<file path="src/rtl/core/dpfp_pkg.sv">
`default_nettype none
// ----------------------------------------------------------------------------
// dpfp_pkg
// Shared types, character codes and helpers of the DOS path to FCB parser.
// ----------------------------------------------------------------------------
package dpfp_pkg;

  localparam int unsigned DefNameLen = 8;
  localparam int unsigned DefExtLen  = 3;
  localparam int unsigned CmdqDepth  = 2;

  localparam logic [7:0] ChNul   = 8'h00;
  localparam logic [7:0] ChSpace = 8'h20;
  localparam logic [7:0] ChDot   = 8'h2e;
  localparam logic [7:0] ChBsl   = 8'h5c;

  // Shift-JIS lead bytes fold into one window after flipping bit 5.
  localparam logic [7:0] LeadLow  = 8'ha1;
  localparam logic [7:0] LeadSpan = 8'h3c;

  localparam logic [1:0] KindDir   = 2'd0;
  localparam logic [1:0] KindFinal = 2'd1;
  localparam logic [1:0] KindError = 2'd2;

  typedef enum logic [2:0] {
    PhStart = 3'b001,
    PhName  = 3'b010,
    PhExt   = 3'b100
  } dpfp_phase_e;

  // Command from the parsing front to the result back end.
  typedef struct packed {
    logic is_err;
    logic is_final;
  } dpfp_cmd_hdr_t;

  function automatic logic is_lead(input logic [7:0] c);
    logic [7:0] t;
    t = (c ^ ChSpace) - LeadLow;
    return (t < LeadSpan);
  endfunction

endpackage
`default_nettype wire

</file>
<file path="src/rtl/core/dos_path_to_fcb_parser.sv">
`default_nettype none
// A byte that ends a component or raises an error passes the command queue and
// then the back end's output register before its first result shows; a component
// drains NameLen+ExtLen results, one per cycle while pop is given; an error, one.
// Throughput: one path byte per cycle while the two-entry command queue has room.
// Reset: asynchronous, clears all control state and sets the name buffer to
// spaces at once; there is no clearing pass.
// ----------------------------------------------------------------------------
// dos_path_to_fcb_parser
// Splits a zero-terminated DOS path into space-padded 8.3 FCB names.
// ----------------------------------------------------------------------------
module dos_path_to_fcb_parser import dpfp_pkg::*; #(
  parameter int unsigned NameLen = DefNameLen,
  parameter int unsigned ExtLen  = DefExtLen
) (
  input  wire logic        clk_i,
  input  wire logic        rst_ni,
  input  wire logic        push,
  output logic             full,
  input  wire logic [7:0]  path_byte_i,
  output logic             empty,
  input  wire logic        pop,
  output logic [7:0]       fcb_byte_o,
  output logic [3:0]       byte_index_o,
  output logic [1:0]       component_kind_o,
  output logic             status_o,
  output logic             last_o
);

  localparam int unsigned FcbLen = NameLen + ExtLen;

  logic                    q_full;
  logic                    byte_take;
  logic                    fr_valid;
  dpfp_cmd_hdr_t           fr_hdr;
  logic [FcbLen-1:0][7:0]  fr_bytes;
  logic                    q_valid;
  dpfp_cmd_hdr_t           q_hdr;
  logic [FcbLen-1:0][7:0]  q_bytes;
  logic                    q_pop;
  logic                    out_valid;

  // Any byte may finish a component, so bytes wait while the queue is full.
  assign full      = q_full;
  assign byte_take = push && !q_full;
  assign empty     = !out_valid;

  dpfp_front #(
    .NameLen (NameLen),
    .ExtLen  (ExtLen)
  ) u_front (
    .clk_i        (clk_i),
    .rst_ni       (rst_ni),
    .byte_valid_i (byte_take),
    .path_byte_i  (path_byte_i),
    .cmd_valid_o  (fr_valid),
    .cmd_hdr_o    (fr_hdr),
    .cmd_bytes_o  (fr_bytes)
  );

  dpfp_cmdq #(
    .FcbLen (FcbLen)
  ) u_cmdq (
    .clk_i      (clk_i),
    .rst_ni     (rst_ni),
    .wr_valid_i (fr_valid),
    .wr_hdr_i   (fr_hdr),
    .wr_bytes_i (fr_bytes),
    .full_o     (q_full),
    .rd_valid_o (q_valid),
    .rd_hdr_o   (q_hdr),
    .rd_bytes_o (q_bytes),
    .rd_pop_i   (q_pop)
  );

  dpfp_back #(
    .FcbLen (FcbLen)
  ) u_back (
    .clk_i            (clk_i),
    .rst_ni           (rst_ni),
    .cmd_valid_i      (q_valid),
    .cmd_hdr_i        (q_hdr),
    .cmd_bytes_i      (q_bytes),
    .cmd_pop_o        (q_pop),
    .out_valid_o      (out_valid),
    .out_take_i       (pop),
    .fcb_byte_o       (fcb_byte_o),
    .byte_index_o     (byte_index_o),
    .component_kind_o (component_kind_o),
    .status_o         (status_o),
    .last_o           (last_o)
  );

endmodule
`default_nettype wire

</file>
<file path="src/rtl/core/dpfp_front.sv">
`default_nettype none
// ----------------------------------------------------------------------------
// dpfp_front
// Parses path bytes into the name buffer and issues one command per finished
// component or per error.
// ----------------------------------------------------------------------------
module dpfp_front import dpfp_pkg::*; #(
  parameter int unsigned NameLen = DefNameLen,
  parameter int unsigned ExtLen  = DefExtLen
) (
  input  wire logic                              clk_i,
  input  wire logic                              rst_ni,
  input  wire logic                              byte_valid_i,
  input  wire logic [7:0]                        path_byte_i,
  output logic                                   cmd_valid_o,
  output dpfp_cmd_hdr_t                          cmd_hdr_o,
  output logic [NameLen+ExtLen-1:0][7:0]         cmd_bytes_o
);

  localparam int unsigned FcbLen = NameLen + ExtLen;
  localparam int unsigned MaxLen = (NameLen > ExtLen) ? NameLen : ExtLen;
  localparam int unsigned PosW   = $clog2(MaxLen + 3);
  localparam int unsigned SumW   = $clog2(FcbLen + 3);
  localparam logic [PosW-1:0] NameLenP = PosW'(NameLen);
  localparam logic [PosW-1:0] ExtLenP  = PosW'(ExtLen);
  localparam logic [SumW-1:0] ExtBase  = SumW'(NameLen);

  dpfp_phase_e                  phase_q, phase_d;
  logic [PosW-1:0]              pos_q, pos_d;
  logic [7:0]                   pend_q, pend_d;
  logic                         lead_q, lead_d;
  logic                         skip_q, skip_d;
  logic [FcbLen-1:0][7:0]       buf_q, buf_d;

  logic                         in_ext;
  logic [PosW-1:0]              len;
  logic [SumW-1:0]              wr_idx;
  logic                         wr_a, wr_b;
  logic [7:0]                   wr_byte_a;
  logic                         do_emit, do_fail, emit_final, fail_at_end;
  logic [7:0]                   c;

  assign c      = path_byte_i;
  assign in_ext = (phase_q == PhExt);
  assign len    = in_ext ? ExtLenP : NameLenP;
  assign wr_idx = (in_ext ? ExtBase : '0) + SumW'(pos_q);

  always_comb begin
    phase_d     = phase_q;
    pos_d       = pos_q;
    pend_d      = pend_q;
    lead_d      = lead_q;
    skip_d      = skip_q;
    wr_a        = 1'b0;
    wr_b        = 1'b0;
    wr_byte_a   = c;
    do_emit     = 1'b0;
    do_fail     = 1'b0;
    emit_final  = 1'b0;
    fail_at_end = 1'b0;
    if (byte_valid_i) begin
      if (skip_q) begin
        if (c == ChNul) skip_d = 1'b0;
      end else if (phase_q == PhStart) begin
        priority if (c == ChNul) begin
          do_emit    = 1'b1;
          emit_final = 1'b1;
        end else if (c == ChBsl) begin
          phase_d = PhName;
          pos_d   = '0;
        end else begin
          do_fail = 1'b1;
        end
      end else if (lead_q) begin
        if (c == ChNul) begin
          do_fail     = 1'b1;
          fail_at_end = 1'b1;
        end else begin
          // Room for the pair was checked when the lead byte arrived.
          wr_a      = 1'b1;
          wr_b      = 1'b1;
          wr_byte_a = pend_q;
          pos_d     = pos_q + PosW'(2);
          lead_d    = 1'b0;
          pend_d    = ChNul;
        end
      end else begin
        priority if (c == ChNul) begin
          phase_d    = PhStart;
          do_emit    = 1'b1;
          emit_final = 1'b1;
        end else if (c == ChBsl) begin
          phase_d = PhName;
          do_emit = 1'b1;
        end else if (c == ChDot) begin
          if (in_ext) begin
            do_fail = 1'b1;
          end else begin
            phase_d = PhExt;
            pos_d   = '0;
          end
        end else if (pos_q >= len) begin
          do_fail = 1'b1;
        end else if (is_lead(c)) begin
          if (pos_q + PosW'(2) > len) begin
            do_fail = 1'b1;
          end else begin
            pend_d = c;
            lead_d = 1'b1;
          end
        end else begin
          wr_a  = 1'b1;
          pos_d = pos_q + PosW'(1);
        end
      end
    end

    buf_d = buf_q;
    for (int unsigned i = 0; i < FcbLen; i++) begin
      if (wr_a && (wr_idx == SumW'(i))) buf_d[i] = wr_byte_a;
      if (wr_b && ((wr_idx + SumW'(1)) == SumW'(i))) buf_d[i] = c;
    end

    if (do_emit || do_fail) begin
      buf_d  = {FcbLen{ChSpace}};
      pos_d  = '0;
      lead_d = 1'b0;
      pend_d = ChNul;
    end
    if (do_fail) begin
      phase_d = PhStart;
      skip_d  = !fail_at_end;
    end
  end

  assign cmd_valid_o        = do_emit || do_fail;
  assign cmd_hdr_o.is_err   = do_fail;
  assign cmd_hdr_o.is_final = emit_final;
  assign cmd_bytes_o        = buf_q;

  always_ff @(posedge clk_i or negedge rst_ni) begin
    if (!rst_ni) begin
      phase_q <= PhStart;
      pos_q   <= '0;
      pend_q  <= ChNul;
      lead_q  <= 1'b0;
      skip_q  <= 1'b0;
      buf_q   <= {FcbLen{ChSpace}};
    end else begin
      phase_q <= phase_d;
      pos_q   <= pos_d;
      pend_q  <= pend_d;
      lead_q  <= lead_d;
      skip_q  <= skip_d;
      buf_q   <= buf_d;
    end
  end

endmodule
`default_nettype wire

</file>
<file path="src/rtl/core/dpfp_cmdq.sv">
`default_nettype none
// ----------------------------------------------------------------------------
// dpfp_cmdq
// Short command queue between the parsing front and the result back end.
// ----------------------------------------------------------------------------
module dpfp_cmdq import dpfp_pkg::*; #(
  parameter int unsigned FcbLen = DefNameLen + DefExtLen
) (
  input  wire logic                      clk_i,
  input  wire logic                      rst_ni,
  input  wire logic                      wr_valid_i,
  input  wire dpfp_cmd_hdr_t             wr_hdr_i,
  input  wire logic [FcbLen-1:0][7:0]    wr_bytes_i,
  output logic                           full_o,
  output logic                           rd_valid_o,
  output dpfp_cmd_hdr_t                  rd_hdr_o,
  output logic [FcbLen-1:0][7:0]         rd_bytes_o,
  input  wire logic                      rd_pop_i
);

  localparam int unsigned PtrW = $clog2(CmdqDepth);
  localparam int unsigned CntW = $clog2(CmdqDepth + 1);

  dpfp_cmd_hdr_t          hdr_q   [CmdqDepth];
  logic [FcbLen-1:0][7:0] bytes_q [CmdqDepth];
  logic [PtrW-1:0]        wr_ptr_q, rd_ptr_q;
  logic [CntW-1:0]        cnt_q;
  logic                   do_wr, do_rd;

  assign full_o     = (cnt_q == CntW'(CmdqDepth));
  assign rd_valid_o = (cnt_q != '0);
  assign do_wr      = wr_valid_i && !full_o;
  assign do_rd      = rd_pop_i && rd_valid_o;
  assign rd_hdr_o   = hdr_q[rd_ptr_q];
  assign rd_bytes_o = bytes_q[rd_ptr_q];

  always_ff @(posedge clk_i or negedge rst_ni) begin
    if (!rst_ni) begin
      wr_ptr_q <= '0;
      rd_ptr_q <= '0;
      cnt_q    <= '0;
    end else begin
      if (do_wr) wr_ptr_q <= (wr_ptr_q == PtrW'(CmdqDepth - 1)) ? '0 : wr_ptr_q + PtrW'(1);
      if (do_rd) rd_ptr_q <= (rd_ptr_q == PtrW'(CmdqDepth - 1)) ? '0 : rd_ptr_q + PtrW'(1);
      if (do_wr && !do_rd) begin
        cnt_q <= cnt_q + CntW'(1);
      end else if (do_rd && !do_wr) begin
        cnt_q <= cnt_q - CntW'(1);
      end
    end
  end

  always_ff @(posedge clk_i) begin
    if (do_wr) begin
      hdr_q[wr_ptr_q]   <= wr_hdr_i;
      bytes_q[wr_ptr_q] <= wr_bytes_i;
    end
  end

endmodule
`default_nettype wire

</file>
<file path="src/rtl/core/dpfp_back.sv">
`default_nettype none
// ----------------------------------------------------------------------------
// dpfp_back
// Turns each queued command into result transactions, one per cycle while the
// output is taken, through an output register.
// ----------------------------------------------------------------------------
module dpfp_back import dpfp_pkg::*; #(
  parameter int unsigned FcbLen = DefNameLen + DefExtLen
) (
  input  wire logic                      clk_i,
  input  wire logic                      rst_ni,
  input  wire logic                      cmd_valid_i,
  input  wire dpfp_cmd_hdr_t             cmd_hdr_i,
  input  wire logic [FcbLen-1:0][7:0]    cmd_bytes_i,
  output logic                           cmd_pop_o,
  output logic                           out_valid_o,
  input  wire logic                      out_take_i,
  output logic [7:0]                     fcb_byte_o,
  output logic [3:0]                     byte_index_o,
  output logic [1:0]                     component_kind_o,
  output logic                           status_o,
  output logic                           last_o
);

  localparam int unsigned KW = $clog2(FcbLen);

  logic [KW-1:0]   k_q;
  logic [KW+3:0]   k_ext;
  logic            vld_q;
  logic            load;
  logic            k_last;
  logic [7:0]      byte_q;
  logic [3:0]      idx_q;
  logic [1:0]      kind_q;
  logic            stat_q, last_q;

  assign load      = cmd_valid_i && (!vld_q || out_take_i);
  assign k_last    = (k_q == KW'(FcbLen - 1));
  assign k_ext     = {4'b0000, k_q};
  assign cmd_pop_o = load && (cmd_hdr_i.is_err || k_last);

  always_ff @(posedge clk_i or negedge rst_ni) begin
    if (!rst_ni) begin
      vld_q <= 1'b0;
      k_q   <= '0;
    end else begin
      if (load) begin
        vld_q <= 1'b1;
      end else if (out_take_i) begin
        vld_q <= 1'b0;
      end
      if (load && !cmd_hdr_i.is_err) begin
        k_q <= k_last ? '0 : k_q + KW'(1);
      end
    end
  end

  always_ff @(posedge clk_i) begin
    if (load) begin
      if (cmd_hdr_i.is_err) begin
        byte_q <= ChNul;
        idx_q  <= 4'd0;
        kind_q <= KindError;
        stat_q <= 1'b1;
        last_q <= 1'b1;
      end else begin
        byte_q <= cmd_bytes_i[k_q];
        idx_q  <= k_ext[3:0];
        kind_q <= cmd_hdr_i.is_final ? KindFinal : KindDir;
        stat_q <= 1'b0;
        last_q <= k_last;
      end
    end
  end

  assign out_valid_o      = vld_q;
  assign fcb_byte_o       = byte_q;
  assign byte_index_o     = idx_q;
  assign component_kind_o = kind_q;
  assign status_o         = stat_q;
  assign last_o           = last_q;

endmodule
`default_nettype wire
</file>
<file path="config.mk">
export PLATFORM = sky130hd
export DESIGN_NAME = dos_path_to_fcb_parser
export DESIGN_NICKNAME = d
export VERILOG_FILES = /design/src/rtl/core/dpfp_pkg.sv /design/src/rtl/core/dos_path_to_fcb_parser.sv /design/src/rtl/core/dpfp_front.sv /design/src/rtl/core/dpfp_cmdq.sv /design/src/rtl/core/dpfp_back.sv
export SDC_FILE = /design/constraint.sdc
export NUM_CORES = 1
export LEC_CHECK = 0
export ABC_AREA = 1
export ABC_CLOCK_PERIOD_IN_PS = 7900
export BUFFER_PORTS_ARGS = -buffer_cell sky130_fd_sc_hd__buf_4
export CAP_MARGIN = 15
export CORE_MARGIN = 5
export CORE_UTILIZATION = 50
export CTS_BUF_LIST = sky130_fd_sc_hd__clkbuf_16
export DETAILED_ROUTE_END_ITERATION = 6
export GPL_TIMING_DRIVEN = 0
export HOLD_SLACK_MARGIN = 0.02
export PLACE_DENSITY_LB_ADDON = 0.08
export SYNTH_ARGS = -nofsm -noshare
export SYNTH_HDL_FRONTEND = slang
export SYNTH_HIERARCHICAL = 1
export SYNTH_SLANG_ARGS = --single-unit
</file>
<file path="constraint.sdc">
create_clock -name clk_i -period 7.9 [get_ports clk_i]
set_clock_uncertainty 0.1 [all_clocks]
set_input_delay 0.395 -clock clk_i [delete_from_list [all_inputs] [get_ports clk_i]]
set_output_delay 0.395 -clock clk_i [all_outputs]
set_load 0.05 [all_outputs]
</file>
Yosys cells after proc, flatten, opt, wreduce, memory -nomap -nowiden:

Memories as Yosys holds them, arrays and structs flattened.
Cells that the tools add are included.
W data, S select, Z words.

* mux-type cells: 136
* equality and inequality tests: 43
* $lt $le $gt $ge: 4
* bitwise logic cells: 1
* add/sub/neg operators: 10
* reductions and logical operators: 64

Operator list (number)
* $mux W8: 40
* $mux W88: 1
* $mux W4: 17
* $mux W1: 64
* $reduce_bool A3 Y1: 12
* $mux W3: 11
* $bmux W8 S4: 1
* $eq A4 B3 Y1 const B: 8
* $logic_and A1 B1 Y1: 30
* $eq A4 B4 Y1 const B: 7
* $eq A4 B2 Y1 const B: 4
* $add A4 B1 Y4 const B: 3
* $ne A3 B1 Y1 const B: 4
* $ne A5 B1 Y1 const B: 2
* $reduce_bool A2 Y1: 5
* $ne A3 B2 Y1 const B: 3
* $reduce_and A9 Y1: 1
* $eq A4 B1 Y1 const B: 2
* $eq A8 B6 Y1 const B: 1
* $eq A8 B7 Y1 const B: 1
* $logic_not A4 Y1: 2
* $logic_not A8 Y1: 1
* $lt A8 B6 Y1 const B: 1
* $reduce_and A8 Y1: 1
* other kinds (25): 36

* bits in writable memories: 180
* input port bits: 12
* output and inout bits: 18
* memories: 2
* word-level logic and storage cells: 286
* flip-flop bits (word level): 130

Memory list
* u_cmdq.bytes_q: depth 2, width 88, rd ports 1, clocked after memory_dff 0, write ports 1, line dpfp_cmdq.sv:25 `logic [FcbLen-1:0][7:0] bytes_q [CmdqDepth];`
* u_cmdq.hdr_q: depth 2, width 2, rd ports 1, clocked after memory_dff 0, write ports 1, line dpfp_cmdq.sv:24 `dpfp_cmd_hdr_t hdr_q [CmdqDepth];`

Depth between registers and ports, before layout:

* depth in word-level cells: 19
* mapped depth: 24
* gate-level depth less buffers: 22

Cells and area by module:

Netlist, hierarchy kept.

Modules (own cells, without submodules)
* dpfp_cmdq: instances 1, sequential area each 5505.3 µm², area an instance 6831.6 µm², cells an instance 501
* dpfp_front: instances 1, sequential area each 2642.5 µm², area an instance 6193.4 µm², cells an instance 792
* dpfp_back: instances 1, sequential area each 605.6 µm², area an instance 1840.5 µm², cells an instance 301
* dos_path_to_fcb_parser: instances 1, sequential area each 0.0 µm², area an instance 13.8 µm², cells an instance 3

Worst setup path after synthesis:

No wires, ideal clock.

* path kind: flip-flop to flip-flop
* start: register u_front.pos_q[1]
* end: memory u_cmdq/bytes_q[1][0] in the netlist's numbering, enable pin
* setup time: 539 ps
* slack: 1107 ps
* stages on the path, launching flop included: 18
* period minus slack after synthesis: 6793 ps
* buffers on the path: 2
* data arrival time: 6154 ps
* required time: 7261 ps
* cells stage by stage: dfrtp_1 > ha_1 > xnor2_1 > inv_1 > ha_1 > nand2_1 > o21bai_1 > a21oi_1 > nand3_1 > nand2_1 > nand2_1 > nand2_2 > nand2_4 > nand2_8 > buf_6 > buf_4 > o21ai_0 > nor2_1

* cells in the longest elaborated chain, start to end: 16
* elaborated cells between the ends (all ways): 17
* those cells by class: add/sub: 1; order compare: 2; mux: 12; reduce/logical: 2

RTL lines
* start: declaration: line dpfp_front.sv:29 `logic [PosW-1:0] pos_q, pos_d;`
* start signal: assignment: line dpfp_front.sv:151 `pos_q <= pos_d;`
* $add A4 B2 Y4: line dpfp_front.sv:105 `if (pos_q + PosW'(2) > len) begin`
* $gt A4 B4 Y1: line dpfp_front.sv:105
* $mux W1: line dpfp_front.sv:105
* $mux W1: line dpfp_front.sv:104 `end else if (is_lead(c)) begin`
* $mux W1 *: line dpfp_front.sv:102 `end else if (pos_q >= len) begin`
* $mux W1 *: line dpfp_front.sv:95 `end else if (c == ChDot) begin`
* $mux W1 *: line dpfp_front.sv:92 `end else if (c == ChBsl) begin`
* $mux W1 *: line dpfp_front.sv:88 `priority if (c == ChNul) begin`
* $mux W1 *: line dpfp_front.sv:74 `end else if (lead_q) begin`
* $mux W1 *: line dpfp_front.sv:64 `end else if (phase_q == PhStart) begin`
* $mux W1 *: line dpfp_front.sv:62 `if (skip_q) begin`
* $mux W1 *: line dpfp_front.sv:61 `if (byte_valid_i) begin`
* $logic_or A1 B1 Y1 *: line dpfp_front.sv:136 `assign cmd_valid_o = do_emit || do_fail;`
* net fr_valid: line dos_path_to_fcb_parser.sv:34 `logic fr_valid;`
* $logic_and A1 B1 Y1 *: line dpfp_cmdq.sv:32 `assign do_wr = wr_valid_i && !full_o;`
* $mux W1 *: line dpfp_cmdq.sv:54 `if (do_wr) begin`
* $mux W1 (not written as such) *: line dpfp_cmdq.sv:56 `bytes_q[wr_ptr_q] <= wr_bytes_i;`
* end: declaration: line dpfp_cmdq.sv:25

The timed path passes the listed nets; every way through them passes the cells marked *.

Worst setup path after layout:

* start: register u_front.phase_q[0]
* end: memory u_cmdq/bytes_q[1][40] in the netlist's numbering, enable pin

* cells in the longest elaborated chain, start to end: 17
* elaborated cells between the ends (all ways): 23
* those cells by class: order compare: 2; eq/ne: 2; mux: 17; reduce/logical: 2

RTL lines
* start: declaration: line dpfp_front.sv:28 `dpfp_phase_e phase_q, phase_d;`
* start signal: assignment: line dpfp_front.sv:143 `phase_q <= PhStart;`
* start signal: assignment: line dpfp_front.sv:150 `phase_q <= phase_d;`
* $eq A3 B3 Y1: line dpfp_front.sv:44 `assign in_ext = (phase_q == PhExt);`
* $mux W4: line dpfp_front.sv:45 `assign len = in_ext ? ExtLenP : NameLenP;`
* $gt A4 B4 Y1: line dpfp_front.sv:105
* $mux W1: line dpfp_front.sv:105
* $mux W1: line dpfp_front.sv:104
* $mux W1: line dpfp_front.sv:102
* $mux W1: line dpfp_front.sv:95
* $mux W1: line dpfp_front.sv:92
* (+2 left out)
* $mux W1: line dpfp_front.sv:64
* $mux W1: line dpfp_front.sv:62
* $mux W1: line dpfp_front.sv:61
* $logic_or A1 B1 Y1 *: line dpfp_front.sv:136
* net fr_valid: line dos_path_to_fcb_parser.sv:34
* $logic_and A1 B1 Y1 *: line dpfp_cmdq.sv:32
* $mux W1 *: line dpfp_cmdq.sv:54
* $mux W1 (not written as such) *: line dpfp_cmdq.sv:56

Marks and branches as above.

==> results.json <==
{
  "synth.avg_cell_area_um2": 9.32,
  "initial_utilization": 0.505,
  "drt_pass1_iterations": 6,
  "core_um2": 29500,
  "p_switching_uw": 2310,
  "worstSetupEndpointType": "flip-flop",
  "fp.dieW_um": 183,
  "netlist_instances": 1597,
  "fmax_mhz": 211,
  "yosysUniqueCellTypes": 52,
  "p_sw_frac": 0.386,
  "rsz0062_at_grt": "false",
  "final_util": 0.571,
  "critPathLaunch": "u_front/phase_q[0]$_DFFE_PN1P_",
  "cts_buffers": 35,
  "die_h_um": 183,
  "wire_per_inst_um": 19.2,
  "clkPwrFrac": 0.252,
  "slew_headroom": 0.485,
  "reg2reg_slack_ps": 3160,
  "grt_max_degree": 71,
  "synth_edf_count": 196,
  "fin_ws_ps": 3160,
  "grt_pass1_vias": 10400,
  "nets": 1694,
  "grt_overflow_total": 0,
  "timing.rr.end": "u_cmdq/bytes_q[1][40]$_DFFE_PP_",
  "routed_wl_mm": 40.1,
  "seq_area_frac_synth": 0.588,
  "drv_cap": 0,
  "endpoint": "u_cmdq/bytes_q[1][40]$_DFFE_PP_",
  "cts_setup_buffers": 0,
  "cts_root_buffer": "clkbuf_16",
  "io-pin-count": 30,
  "setup_viol_count_final": 0,
  "clk_latency_ps": 520,
  "clk_pin_slew_ps": 60,
  "antenna_found_initial": 0,
  "grtUsageTotal": 0.241,
  "hold_path.class": "in2reg",
  "first_iter_violations": 1372,
  "die_area_um2": 33300,
  "finalCritPeriodShare": 0.600,
  "period_minus_slack_ps": 4740,
  "async_flop_share": 0.368,
  "gp_congestion": 0.890,
  "ys_seq_elements": 310,
  "vdd_drop_max_mv": 0.178,
  "total_power_uw": 6000,
  "worst_slew_pin_slew_ps": 772,
  "slew_violations": 0,
  "cts_tree": "yes",
  "cp.arrival_ps": 4870,
  "fillers": 2684,
  "cts_sinks": 310,
  "clock_path_buffers": 3,
  "dpl_worst_slack_ps": 3160,
  "startpoint_type": "flip-flop",
  "via_per_inst": 5.48,
  "p_per_area_nw_per_um2": 356,
  "crit_type": "reg2reg",
  "intPower_uw": 3680,
  "drive_above_1_share": 0.133,
  "num_vias": 11400,
  "hold_viol_final": 0,
  "hpwlAfterDp_mm": 28.6,
  "htreeDepth": 2,
  "fp-row-count": 63,
  "power_frac_comb": 0.344,
  "yosys_warnings": 6,
  "power.leakage_uw": 0.00754,
  "ys.flop_type": "edfxtp_1",
  "area_delta_synth_final_pct": 13.2,
  "seqPwrFrac": 0.404,
  "reg2reg_from": "u_front/phase_q[0]$_DFFE_PN1P_",
  "ant_nets": 0,
  "drc_errors": 0,
  "hold_depth": 4,
  "r2r_cells": 22,
  "cp.required_ps": 8030,
  "fin_setup_tns_ps": 0,
  "n_antenna_cell": 0,
  "status": "completed",
  "synth_nets": 1621,
  "io_buffers": 29,
  "crit_fanout": 26,
  "holdWs_ps": 40.9,
  "grt_pass1_wl_mm": 61.6,
  "netlist_area_um2": 14900
}
-- metal layers --
| layer | GRT usage | vias to the layer above | routed length, um |
|---|---|---|---|
| li1 | - | 5484 | - |
| met1 | 0.362 | 5434 | 17900 |
| met2 | 0.358 | 436 | 17700 |
| met3 | 0.0441 | 90 | 3220 |
| met4 | 0.0784 | 0 | 1340 |
| met5 | 0 | - | 0 |
-- synth_stat cells (4+ instances only) --
library cell  instances  area, um2
a211oi_1              4       30.0
a21oi_1              49        245
buf_2                32        160
buf_4                11       82.6
buf_6                 9        101
clkbuf_1             19       71.3
clkbuf_8              9        124
dfrtp_1             102       2550
dfstp_2              12        315
edfxtp_1            196       5890
ha_1                 12        150
inv_1                92        345
inv_2                16       60.1
nand2_1             641       2410
nand2_2               8       50.1
nand3_1              69        345
nand4_1               9       56.3
nor2_1               60        225
nor2_2               12       75.1
nor2_4                6       67.6
nor3_1               13       65.1
nor3_2                4       40.0
o2111ai_1            21        184
o211ai_1             33        248
o21ai_0              54        270
o21ai_1              64        320
-- kinds of logic after synthesis --
family / after synthesis / synth area share
AO/OA/AOI/OAI: 235 / 0.0925
XOR/XNOR: 6 / 0.00404
adder cells (fa/ha/maj): 12 / 0.0101
buffers and inverters: 192 / 0.0647
flip-flops: 310 / 0.588
multiplexers: 2 / 0.00143
AND/OR/NAND/NOR: 840 / 0.239
-- worst min path at each step --
stage                                             start                                   to  slack [ps]
floorplan                                        rst_ni            u_back/k_q[0]$_DFFE_PN0P_        -0.6
global placement    u_front/cmd_bytes_o[72]$_DFFE_PN0P_      u_cmdq/bytes_q[0][72]$_DFFE_PP_         350
detailed placement                               rst_ni  u_front/cmd_bytes_o[49]$_DFFE_PN0P_         260
CTS                                                 pop       u_back/out_valid_o$_DFFE_PN0P_          30
global route                                        pop       u_back/out_valid_o$_DFFE_PN0P_          70
finish                                              pop       u_back/out_valid_o$_DFFE_PN0P_          40
-- cell usage in the layout, fill, tap and decap left out, types with 4 or more instances in the layout --
cell type  count
a211oi_1       4
nor2_1        59
nand3_1       69
buf_2         32
inv_2         16
nand4_1        9
ha_1          12
nor3_1        13
nand2_2        8
edfxtp_1     196
dfstp_2       12
o211ai_1      33
o21ai_1       64
buf_4         39
dfrtp_1      102
clkbuf_1      19
nor3_2         4
clkbuf_16     36
inv_1         96
a21oi_1       49
o2111ai_1     21
clkinv_1      13
buf_6         10
nand2_1      641
buf_16         4
clkbuf_8       9
o21ai_0       54
nor2_4         7
nor2_2        12
-- final cells by class --
type,count,area [um2],area share
sequential,310,8750,0.520
clock inverter,28,179,0.0106
multi-input combinational,1095,5170,0.307
clock buffer,36,901,0.0535
buffer,81,543,0.0322
inverter,111,422,0.0250
timing repair buffer,36,382,0.0227
tap,390,488,0.0290
-- worst max-delay path, cell delays in order (launching register included) --
cell     delay [ps]
dfstp_2         530
inv_1            70
nand3_1         230
inv_1           140
ha_1            380
inv_1           120
nor2_1          100
nand2_1          70
nand3_1         110
nor2_1          100
nand2_1         100
nand2_1          60
nand2_2          70
nand2_4         100
nand2_8         150
buf_6           200
buf_4           240
o21ai_0         210
nor2_4          500
buf_16          230
buf_12          190
buf_12          220
buf_16          180
-- through the flow --
stage	instances	cell area, um2
global route	2087	16800
finish	2087	16800
floorplan	1597	14900
detailed placement	2022	15700
global placement	2016	15600
CTS	2087	16800
-- state kept, by name, indices dropped and copies added, names as in the netlist --
name and cells:
u_front/phase_q 3, u_front/lead_q 1, u_front/pos_q 4, u_front/pend_q 8, u_back/fcb_byte_o 8, u_cmdq/hdr_q 4, u_cmdq/bytes_q 176, u_cmdq/cnt_q 2
u_back/last_o 1, u_front/skip_q 1, u_back/status_o 1, u_back/k_q 4, u_back/component_kind_o 2, u_cmdq/wr_ptr_q 1, u_back/byte_index_o 4, u_front/cmd_bytes_o 88
u_cmdq/rd_ptr_q 1, u_back/out_valid_o 1
-- power by group through the flow --
| stage | Combinational, uW | Clock (uW) | Sequential [uW] |
|---|---|---|---|
| global route | 2280 | 1620 | 2460 |
| detailed placement | 2050 | 0 | 2450 |
| global placement | 2010 | 0 | 2440 |
| floorplan | 1280 | 0 | 2500 |
| CTS | 2060 | 1540 | 2420 |
| finish | 2060 | 1510 | 2420 |
-- what timing repair did --
action | in CTS | in global routing
endpoints found under the hold margin | 41 | 0
hold buffers | 1 | 0
gates resized for setup | 0 | 0
No activity file was read; power rests on OpenSTA's default activity.
